===== src/sv/kmv_fifo.sv =====
module kmv_fifo #(
   parameter int WIDTH = 8,
   parameter int DEPTH = 4
) (
   input  logic             clock,
   input  logic             reset,
   input  logic             push,
   input  logic [WIDTH-1:0] wdata,
   output logic             full,
   input  logic             pop,
   output logic [WIDTH-1:0] rdata,
   output logic             empty
);

   localparam int PTR_W = (DEPTH > 1) ? $clog2(DEPTH) : 1;

   logic [WIDTH-1:0] mem_ff [DEPTH];
   logic [PTR_W:0]   wr_ff, wr_in;
   logic [PTR_W:0]   rd_ff, rd_in;
   logic             do_push, do_pop;

   assign empty   = (wr_ff == rd_ff);
   assign full    = (wr_ff[PTR_W] != rd_ff[PTR_W]) && (wr_ff[PTR_W-1:0] == rd_ff[PTR_W-1:0]);
   assign do_push = push && !full;
   assign do_pop  = pop && !empty;
   assign rdata   = mem_ff[rd_ff[PTR_W-1:0]];
   assign wr_in   = do_push ? wr_ff + 1'b1 : wr_ff;
   assign rd_in   = do_pop ? rd_ff + 1'b1 : rd_ff;

   always_ff @(posedge clock) begin
      if (reset) begin
         wr_ff <= '0;
         rd_ff <= '0;
      end else begin
         wr_ff <= wr_in;
         rd_ff <= rd_in;
      end
   end

   always_ff @(posedge clock) begin
      if (do_push) begin
         mem_ff[wr_ff[PTR_W-1:0]] <= wdata;
      end
   end

endmodule


===== config.mk =====
export PLATFORM = sky130hd
export DESIGN_NAME = kmv_fifo
export DESIGN_NICKNAME = d
export VERILOG_FILES = /design/src/sv/kmv_fifo.sv
export SDC_FILE = /design/constraint.sdc
export NUM_CORES = 1
export LEC_CHECK = 0
export BUFFER_PORTS_ARGS = -buffer_cell sky130_fd_sc_hd__buf_2
export CAP_MARGIN = 20
export CORE_MARGIN = 1
export CORE_UTILIZATION = 59
export CTS_BUF_LIST = sky130_fd_sc_hd__clkbuf_8
export DETAILED_ROUTE_END_ITERATION = 10
export GPL_ROUTABILITY_DRIVEN = 0
export PLACE_DENSITY = 0.81
export SKIP_CTS_REPAIR_TIMING = 1
export SLEW_MARGIN = 20
export SYNTH_ARGS = -nofsm -noshare
export SYNTH_HDL_FRONTEND = slang
export SYNTH_SLANG_ARGS = --single-unit

===== constraint.sdc =====
create_clock -name clock -period 2.2 [get_ports clock]
set_clock_uncertainty 0.2 [all_clocks]
set_input_delay 0.22 -clock clock [delete_from_list [all_inputs] [get_ports clock]]
set_output_delay 0.22 -clock clock [all_outputs]
set_load 0.005 [all_outputs]

==> run_results.csv <==
group,metric,value,unit
synth,ys_types,29,
floorplanning,dieArea,3156,sq um
synth,synth.avg_cell_area,15.74,sq um
timing,clock.fmax,0.5133,GHz
global_route,grt_max_degree,15,
hold_path,hold_class,"input port to flip-flop",
placed_design,dpl.hpwl,2136,microns
setup_path,crit_type,"flip-flop to output pin",
final_layout,n_antenna_cell,0,
setup_path,crit_buf_inv,1,
timing,relSlewSlack,0.6541,
detailed_routing,ant_nets,0,
setup_path,cp-end-kind,"output pin",
setup_path,slowest_stage,"dfxtp_1",
clock_network,clk_latency,0.29,ns
timing,finalCritPeriodShare,0.8856,
floorplanning,start_util,0.6279,
floorplanning,fp.dieH,56.18,microns
timing,layout_min_cycle_time,1.948,ns
synth,yosysSeqAreaShare,0.6474,
placed_design,place_ws,0.2513,ns
clock_network,numCtsBuffers,5,
global_route,grt_pass1_vias,1007,
placed_design,io_buffers,21,
timing,report.final.slew_viol_count,0,
detailed_routing,drc,0,
placed_design,post_dp_cell_area,1872,sq um
final_layout,regArea,1121,sq um
detailed_routing,wl,3097,microns
final_layout,fillers,175,
setup_path,critical_path.cell_chain,"xnor2_2 -> nand2_1 -> nor2_1 -> buf_2",
pwr,ir_drop,1.056,mV
setup_path,critPathTopFamily,"flip-flops",
hold_path,whs_path_depth,2,
synth,synth-edff-count,32,
timing,fin_setup_tns,0,ns
clock_network,root_buffer,"clkbuf_8",
setup_path,cp_max_fo,9,
hold_path,hold_start,"reset",
synth,synthFlopType,"edfxtp_1",
global_route,overflow,0,
synth,syn_inst,110,
setup_path,critPathLaunchType,"flip-flop",
final_layout,final_cell_mix,"edfxtp_1 (32), buf_2 (21), mux4_2 (8), dfxtp_1 (8), dlygate4sd3_1 (8)",
final_layout,final_common_cell,"edfxtp_1",
global_route,grt_usage,0.2092,
pwr,power.density,1173,nW/um^2
setup_path,reg2reg_from,"wr_ff[1]",
detailed_routing,viasPerCell,5.921,
final_layout,syn_to_final_growth,19.80,%
clock_network,numClockSinks,40,
outcome,status,"finished, final reports clean",
timing,worst_pin_slew,0.5152,ns
clock_network,clock_path_buffers,2,
pwr,leakagePower,0.0007398,uW
timing,finalSetupViolCount,0,
final_layout,drive_gt1_frac,0.2993,
floorplanning,placementRows,19,
synth,synthArstFlopShare,0,
synth,synth_fp_nets,127,
setup_path,rr_worst_depth,3,
floorplanning,io_pins,22,
floorplanning,core-area,2758,sq um
setup_path,critPathArrivalTime,1.53,ns
setup_path,required,1.78,ns
detailed_routing,avgRoutedWirePerCell,17.40,microns
setup_path,r2r_slack,0.27,ns
timing,timing.final.ws_setup,0.2518,ns
synth,ys_ff_latch,40,
detailed_routing,drt_iter0_drc,55,
hold_path,holdPathEnd,"rd_ff[2]",
job,max-cap-violations,0,
final_layout,nets,163,
setup_path,rr_endpoint,"mem_ff[2][5]",
floorplanning,die_w,56.18,microns
final_layout,multi_input_area,561.8,sq um
detailed_routing,dr.pass1.iters,5,
final_layout,fin_area,2074,sq um
global_route,antenna_found_initial,0,
clock_network,htree_num_levels,2,
setup_path,crit_path_max_incr_delay,0.42,ns
global_route,grt_pass1_wl,4754,microns
detailed_routing,vias,1054,
clock_network,tritoncts,"yes",
synth,yosys_warnings,0,
synth,synth_area,1732,sq um
timing,hold_viol,0,
clock_network,cts.clk_slew.worst_paths,0.08,ns
timing,rsz0062_at_grt,"no",
synth_stat cells (3+ instances only):
cell	count	area, sq um
and2_1	3	18.77
nor3b_1	4	30.03
o211ai_1	5	37.54
a31oi_1	4	25.02
dfxtp_1	8	160.2
ha_1	5	62.56
o21ai_0	4	20.02
nand3_1	3	15.01
edfxtp_1	32	960.9
nand2_1	5	18.77
mux4_2	8	180.2
xnor2_1	3	26.28
xor2_1	3	26.28
inv_1	4	15.01
flip-flops by register name (all words and copies together), names as in the netlist, named ones only:
name    cells
wr_ff       3
mem_ff     32
rd_ff       3
power by group:
group / internal, uW / total [uW] / switching (uW) / leakage, uW
Combinational: 375 / 769 / 394 / 0.000326
Sequential: 964 / 1060 / 96.7 / 0.000359
Clock: 341 / 603 / 261 / 0.0000548
Total: 1680 / 2430 / 752 / 0.000740
routing by layer:
layer  global-route usage  vias up  part of all wire
li1                     -      505                 -
met1               0.2443      506              0.39
met2               0.3435       39              0.54
met3              0.07209        4             0.053
met4               0.1045        0             0.011
met5                    0        -                 0
worst max-delay path by stage:
stage / start / to / depth (start not counted)
2_1_floorplan: rd_ff[1] / mem_ff[3][0] / 3
3_3_place_gp: wr_ff[1] / mem_ff[2][1] / 3
3_5_place_dp: wr_ff[1] / mem_ff[1][7] / 3
4_1_cts: wr_ff[1] / empty / 4
5_1_grt: wr_ff[1] / empty / 4
6_report: wr_ff[1] / empty / 4
layout make-up:
| class | instances | area share |
|---|---|---|
| Clock buffer | 5 | 0.03317 |
| Tap cell | 31 | 0.01870 |
| Sequential cell | 40 | 0.5404 |
| Multi-Input combinational cell | 61 | 0.2708 |
| Timing Repair Buffer | 34 | 0.1074 |
| Inverter | 4 | 0.007238 |
| Clock inverter | 3 | 0.02232 |
worst register-to-register path: stages, from the launching register on:
cell and delay (ns):
dfxtp_1 0.54, xnor2_2 0.20, a31oi_1 0.25, and2_1 0.40
through the flow:
step | hold slack [ns] | std cells | total power, uW | utilization
after floorplan | 0.1189 | 110 | 1559 | -
after global placement | 0.2401 | 162 | 1794 | 0.6788
after detailed placement | 0.2450 | 162 | 1823 | 0.6788
after CTS | -0.06168 | 170 | 2423 | 0.7205
after global routing | 0.03912 | 178 | 2563 | 0.7523
final | 0.01253 | 178 | 2433 | 0.7523
cells by family (layout without fill, tap and decap cells):
kind of cell,count (synthesis),count (layout),synth area share
AOI/OAI and AO/OA,19,19,0.07443
buffers and inverters,9,46,0.03251
and+or+nand+nor,23,23,0.07515
DFF,40,40,0.6474
adders and majority gates,5,5,0.03613
muxes,8,8,0.1040
xor gates and xnor gates,6,6,0.03035
Note: power is estimated with default switching activity, not from simulation.
