`src/sv/kmv_pkg.sv`:
```
package kmv_pkg;

   localparam int HASH_W       = 64;
   localparam int COUNT_W      = 6;
   localparam int SKETCH_K_DEF = 32;
   localparam int RESULT_LIMIT = 32;
   localparam int QUEUE_DEPTH  = 4;

   localparam logic [1:0] ACT_ADD      = 2'd0;
   localparam logic [1:0] ACT_CLEAR    = 2'd1;
   localparam logic [1:0] ACT_READ     = 2'd2;
   localparam logic [1:0] ACT_ESTIMATE = 2'd3;

   localparam logic KIND_ENTRY    = 1'b0;
   localparam logic KIND_ESTIMATE = 1'b1;

   typedef struct packed {
      logic [1:0]        action;
      logic [HASH_W-1:0] hash;
   } req_type;

   typedef struct packed {
      logic               kind;
      logic               entry_valid;
      logic [HASH_W-1:0]  entry_hash;
      logic               last;
      logic [COUNT_W-1:0] held_total;
      logic               count_exact;
      logic [HASH_W-1:0]  estimate_value;
      logic               saturated;
   } rsp_type;

   typedef enum logic [3:0] {
      OP_ADD      = 4'b0001,
      OP_CLEAR    = 4'b0010,
      OP_READ     = 4'b0100,
      OP_ESTIMATE = 4'b1000
   } op_type;

   typedef struct packed {
      op_type            op;
      logic [HASH_W-1:0] hash;
   } item_type;

endpackage

```
`src/sv/kmv_fifo.sv`:
```
module kmv_fifo #(
   parameter int WIDTH = 8,
   parameter int DEPTH = 4
) (
   input  logic             clock,
   input  logic             reset,
   input  logic             push,
   input  logic [WIDTH-1:0] wdata,
   output logic             full,
   input  logic             pop,
   output logic [WIDTH-1:0] rdata,
   output logic             empty
);

   localparam int PTR_W = (DEPTH > 1) ? $clog2(DEPTH) : 1;

   logic [WIDTH-1:0] mem_ff [DEPTH];
   logic [PTR_W:0]   wr_ff, wr_in;
   logic [PTR_W:0]   rd_ff, rd_in;
   logic             do_push, do_pop;

   assign empty   = (wr_ff == rd_ff);
   assign full    = (wr_ff[PTR_W] != rd_ff[PTR_W]) && (wr_ff[PTR_W-1:0] == rd_ff[PTR_W-1:0]);
   assign do_push = push && !full;
   assign do_pop  = pop && !empty;
   assign rdata   = mem_ff[rd_ff[PTR_W-1:0]];
   assign wr_in   = do_push ? wr_ff + 1'b1 : wr_ff;
   assign rd_in   = do_pop ? rd_ff + 1'b1 : rd_ff;

   always_ff @(posedge clock) begin
      if (reset) begin
         wr_ff <= '0;
         rd_ff <= '0;
      end else begin
         wr_ff <= wr_in;
         rd_ff <= rd_in;
      end
   end

   always_ff @(posedge clock) begin
      if (do_push) begin
         mem_ff[wr_ff[PTR_W-1:0]] <= wdata;
      end
   end

endmodule

```
`src/sv/kmv_front.sv`:
```
module kmv_front #(
   parameter int DEPTH = kmv_pkg::QUEUE_DEPTH
) (
   input  logic               clock,
   input  logic               reset,
   input  logic               req_push,
   input  kmv_pkg::req_type   req_data,
   output logic               req_full,
   input  logic               item_pop,
   output kmv_pkg::item_type  item,
   output logic               item_empty
);

   kmv_pkg::item_type cls;
   logic [$bits(kmv_pkg::item_type)-1:0] rd_bits;

   // decode the action into a one-hot op for the back end
   always_comb begin
      cls.hash = req_data.hash;
      case (req_data.action)
         kmv_pkg::ACT_ADD:      cls.op = kmv_pkg::OP_ADD;
         kmv_pkg::ACT_CLEAR:    cls.op = kmv_pkg::OP_CLEAR;
         kmv_pkg::ACT_READ:     cls.op = kmv_pkg::OP_READ;
         default:               cls.op = kmv_pkg::OP_ESTIMATE;
      endcase
   end

   kmv_fifo #(
      .WIDTH ($bits(kmv_pkg::item_type)),
      .DEPTH (DEPTH)
   ) u_queue (
      .clock (clock),
      .reset (reset),
      .push  (req_push),
      .wdata (cls),
      .full  (req_full),
      .pop   (item_pop),
      .rdata (rd_bits),
      .empty (item_empty)
   );

   assign item = kmv_pkg::item_type'(rd_bits);

endmodule

```
`config.mk`:
```
export PLATFORM = sky130hd
export DESIGN_NAME = kmv_front
export DESIGN_NICKNAME = d
export VERILOG_FILES = /design/src/sv/kmv_pkg.sv /design/src/sv/kmv_fifo.sv /design/src/sv/kmv_front.sv
export SDC_FILE = /design/constraint.sdc
export NUM_CORES = 1
export LEC_CHECK = 0
export BUFFER_PORTS_ARGS = -buffer_cell sky130_fd_sc_hd__buf_2
export CAP_MARGIN = 20
export CORE_MARGIN = 8
export CORE_UTILIZATION = 40
export CTS_CLUSTER_DIAMETER = 100
export DETAILED_ROUTE_END_ITERATION = 10
export HOLD_SLACK_MARGIN = 0.05
export PLACE_DENSITY = 0.66
export REMOVE_ABC_BUFFERS = 1
export SLEW_MARGIN = 30
export SYNTH_ARGS = -nofsm -noshare
export SYNTH_HDL_FRONTEND = slang
export SYNTH_SLANG_ARGS = --single-unit
```
`constraint.sdc`:
```
create_clock -name clock -period 6.39 [get_ports clock]
set_clock_uncertainty 0.2 [all_clocks]
set_input_delay 0.3195 -clock clock [delete_from_list [all_inputs] [get_ports clock]]
set_output_delay 0.3195 -clock clock [all_outputs]
set_load 0.05 [all_outputs]
```
==> flow_metrics.tcl <==
set metrics [dict create \
    grt_pass1_wl_mm 31.5 \
    rsz0062_at_grt "false" \
    htree_levels 1 \
    synth_cells 427 \
    ios 140 \
    avgSynthCellArea_um2 24.4 \
    grt_pass1_vias 5681 \
    numClockSinks 280 \
    wl_met1_mm 8.09 \
    drive_gt1_frac 0.386 \
    overflow 0 \
    drv_cap 0 \
    ys_ff_latch 280 \
    initial_core_util 0.404 \
    fin_util 0.511 \
    first_iter_violations 469 \
    synth_top_area_frac 0.785 \
    wl_met3_mm 1.42 \
    async_reset_ff_frac 0 \
    worst-path-max-fanout 39 \
    synth.distinct_cells 30 \
    gp_congestion 0.749 \
    vias 5101 \
    diodes 0 \
    start_kind "register" \
    die_y_um 177 \
    fmax_ghz 0.291 \
    peakVddDrop_mv 0.307 \
    hp-class "in -> reg" \
    seq_area_frac_synth 0.801 \
    antenna_left 0 \
    synth_top_area_cell "edfxtp_1" \
    tns_ns 0 \
    path_class "reg -> out" \
    dp_hpwl_mm 12.5 \
    drc 0 \
    cts_buffers 28 \
    die_x_um 177 \
    final_hold_viol_count 0 \
    fin_crit_sh 0.538 \
    placed_area_um2 11600 \
    wl_met2_mm 10.2 \
    path_clk_slew_ns 0.06 \
    final_nets 733 \
    synthFlopType "edfxtp_1" \
    antenna_found_initial 0 \
    dieArea_um2 31400 \
    hold_path.startpoint "req_data[13]" \
    firstDrtPassIters 4 \
    p_per_area_nw_per_um2 465 \
    rr_startpoint "u_queue.wr_ff[0]" \
    arrival_ns 2.92 \
    instances_no_fill 1014 \
    endpoint_kind "output port" \
    syn_to_final_growth_pct 26.5 \
    synth_edf_count 272 \
    mostFrequentLayoutCells "edfxtp_1, buf_2, dlygate4sd3_1" \
    viasPerCell 5.03 \
    wl_mm 20.1 \
    drv_slew 0 \
    final_common_cell "edfxtp_1" \
    port_buffers 139 \
    grt_max_degree 40 \
    setup_viol 0 \
    place_ws_ns 3.36 \
    ys_warn_count 0 \
    cellLeakagePower_nw 4.43 \
    syn-cell-area_um2 10400 \
    clk_latency_ns 0.53 \
    cts_tree "built" \
    slew_headroom 0.482 \
    maxUsedRoutingLayer "met4" \
    grt_usage 0.128 \
    dp.cells 892 \
    ys_top_cells_by_area "edfxtp_1, mux4_2, dfxtp_1" \
    cts_resized 0 \
    cts_root_buf "clkbuf_16" \
    fp.coreArea_um2 25800 \
    stdcell_area_um2 13200 \
    setup_slack_ns 2.95 \
    fp-row-count 59 \
    critical_path_required_ns 5.87 \
    status "complete, no violations" \
    min_period_ns 3.44 \
    worst_pin_slew_ns 0.772 \
    hold_slack_ns 0.336 \
    p_total_mw 6.11 \
    wl_per_cell_um 19.8 \
    cts_buffer_depth 3 \
]
==> area by class of cell <==
type | instances | area (um^2)
clock buffers | 30 | 729
clock inverters | 21 | 136
fillers | 2046 | 12600
inverters | 4 | 15.0
multi-input cells | 125 | 1960
flip-flops and latches | 280 | 8340
well taps | 335 | 419
repair buffers | 219 | 1560
==> registers in the layout (all words and copies together), names as in the netlist, named ones only <==
signal,cells
u_queue.mem_ff,272
u_queue.rd_ff,3
u_queue.wr_ff,3
==> per-layer routing <==
layer	GRT usage	vias to the layer above
li1	-	2295
met1	0.158	2610
met2	0.220	161
met3	0.0326	35
met4	0.0350	0
met5	0	-
==> cell usage after synthesis (5+ instances only) <==
master / number
edfxtp_1: 272
dfxtp_1: 8
nand2_1: 5
o211ai_1: 5
buf_2: 8
clkbuf_1: 5
ha_1: 5
mux4_2: 64
==> where the power goes <==
part | switching, mW | internal (mW)
Clock | 0.661 | 0.863
Combinational | 1.44 | 0.662
Sequential | 0.149 | 2.34
Total | 2.25 | 3.86
==> cells by family (layout without fill, tap and decap cells) <==
kind of cell    Yosys count  after routing  share of synthesized area
flops                   280            280                      0.801
mux                      68             68                      0.149
compound gates           19             19                     0.0123
xor+xnor                  6              6                    0.00505
simple gates             27             27                     0.0147
buf+inv                  22            274                     0.0125
fa+ha+maj                 5              5                    0.00602
==> worst paths after layout <==
path	end	slack (ns)	cells after the start
max	item[48]	2.95	3
min reg2reg	u_queue.wr_ff[2]	0.36	2
max reg2reg	u_queue.mem_ff[1][5]	3.88	4
min	u_queue.mem_ff[0][13]	0.34	2
==> what timing repair did <==
item	4_1_cts	5_1_grt
hold buffers	71	0
endpoints found under the hold margin	280	0
setup buffers	0	0
==> worst max-delay path, stage by stage, from the launching register on <==
cell	delay [ns]
dfxtp_4	0.74
buf_4	0.70
mux4_1	0.66
buf_2	0.23
(Power assumes the default switching activity.)
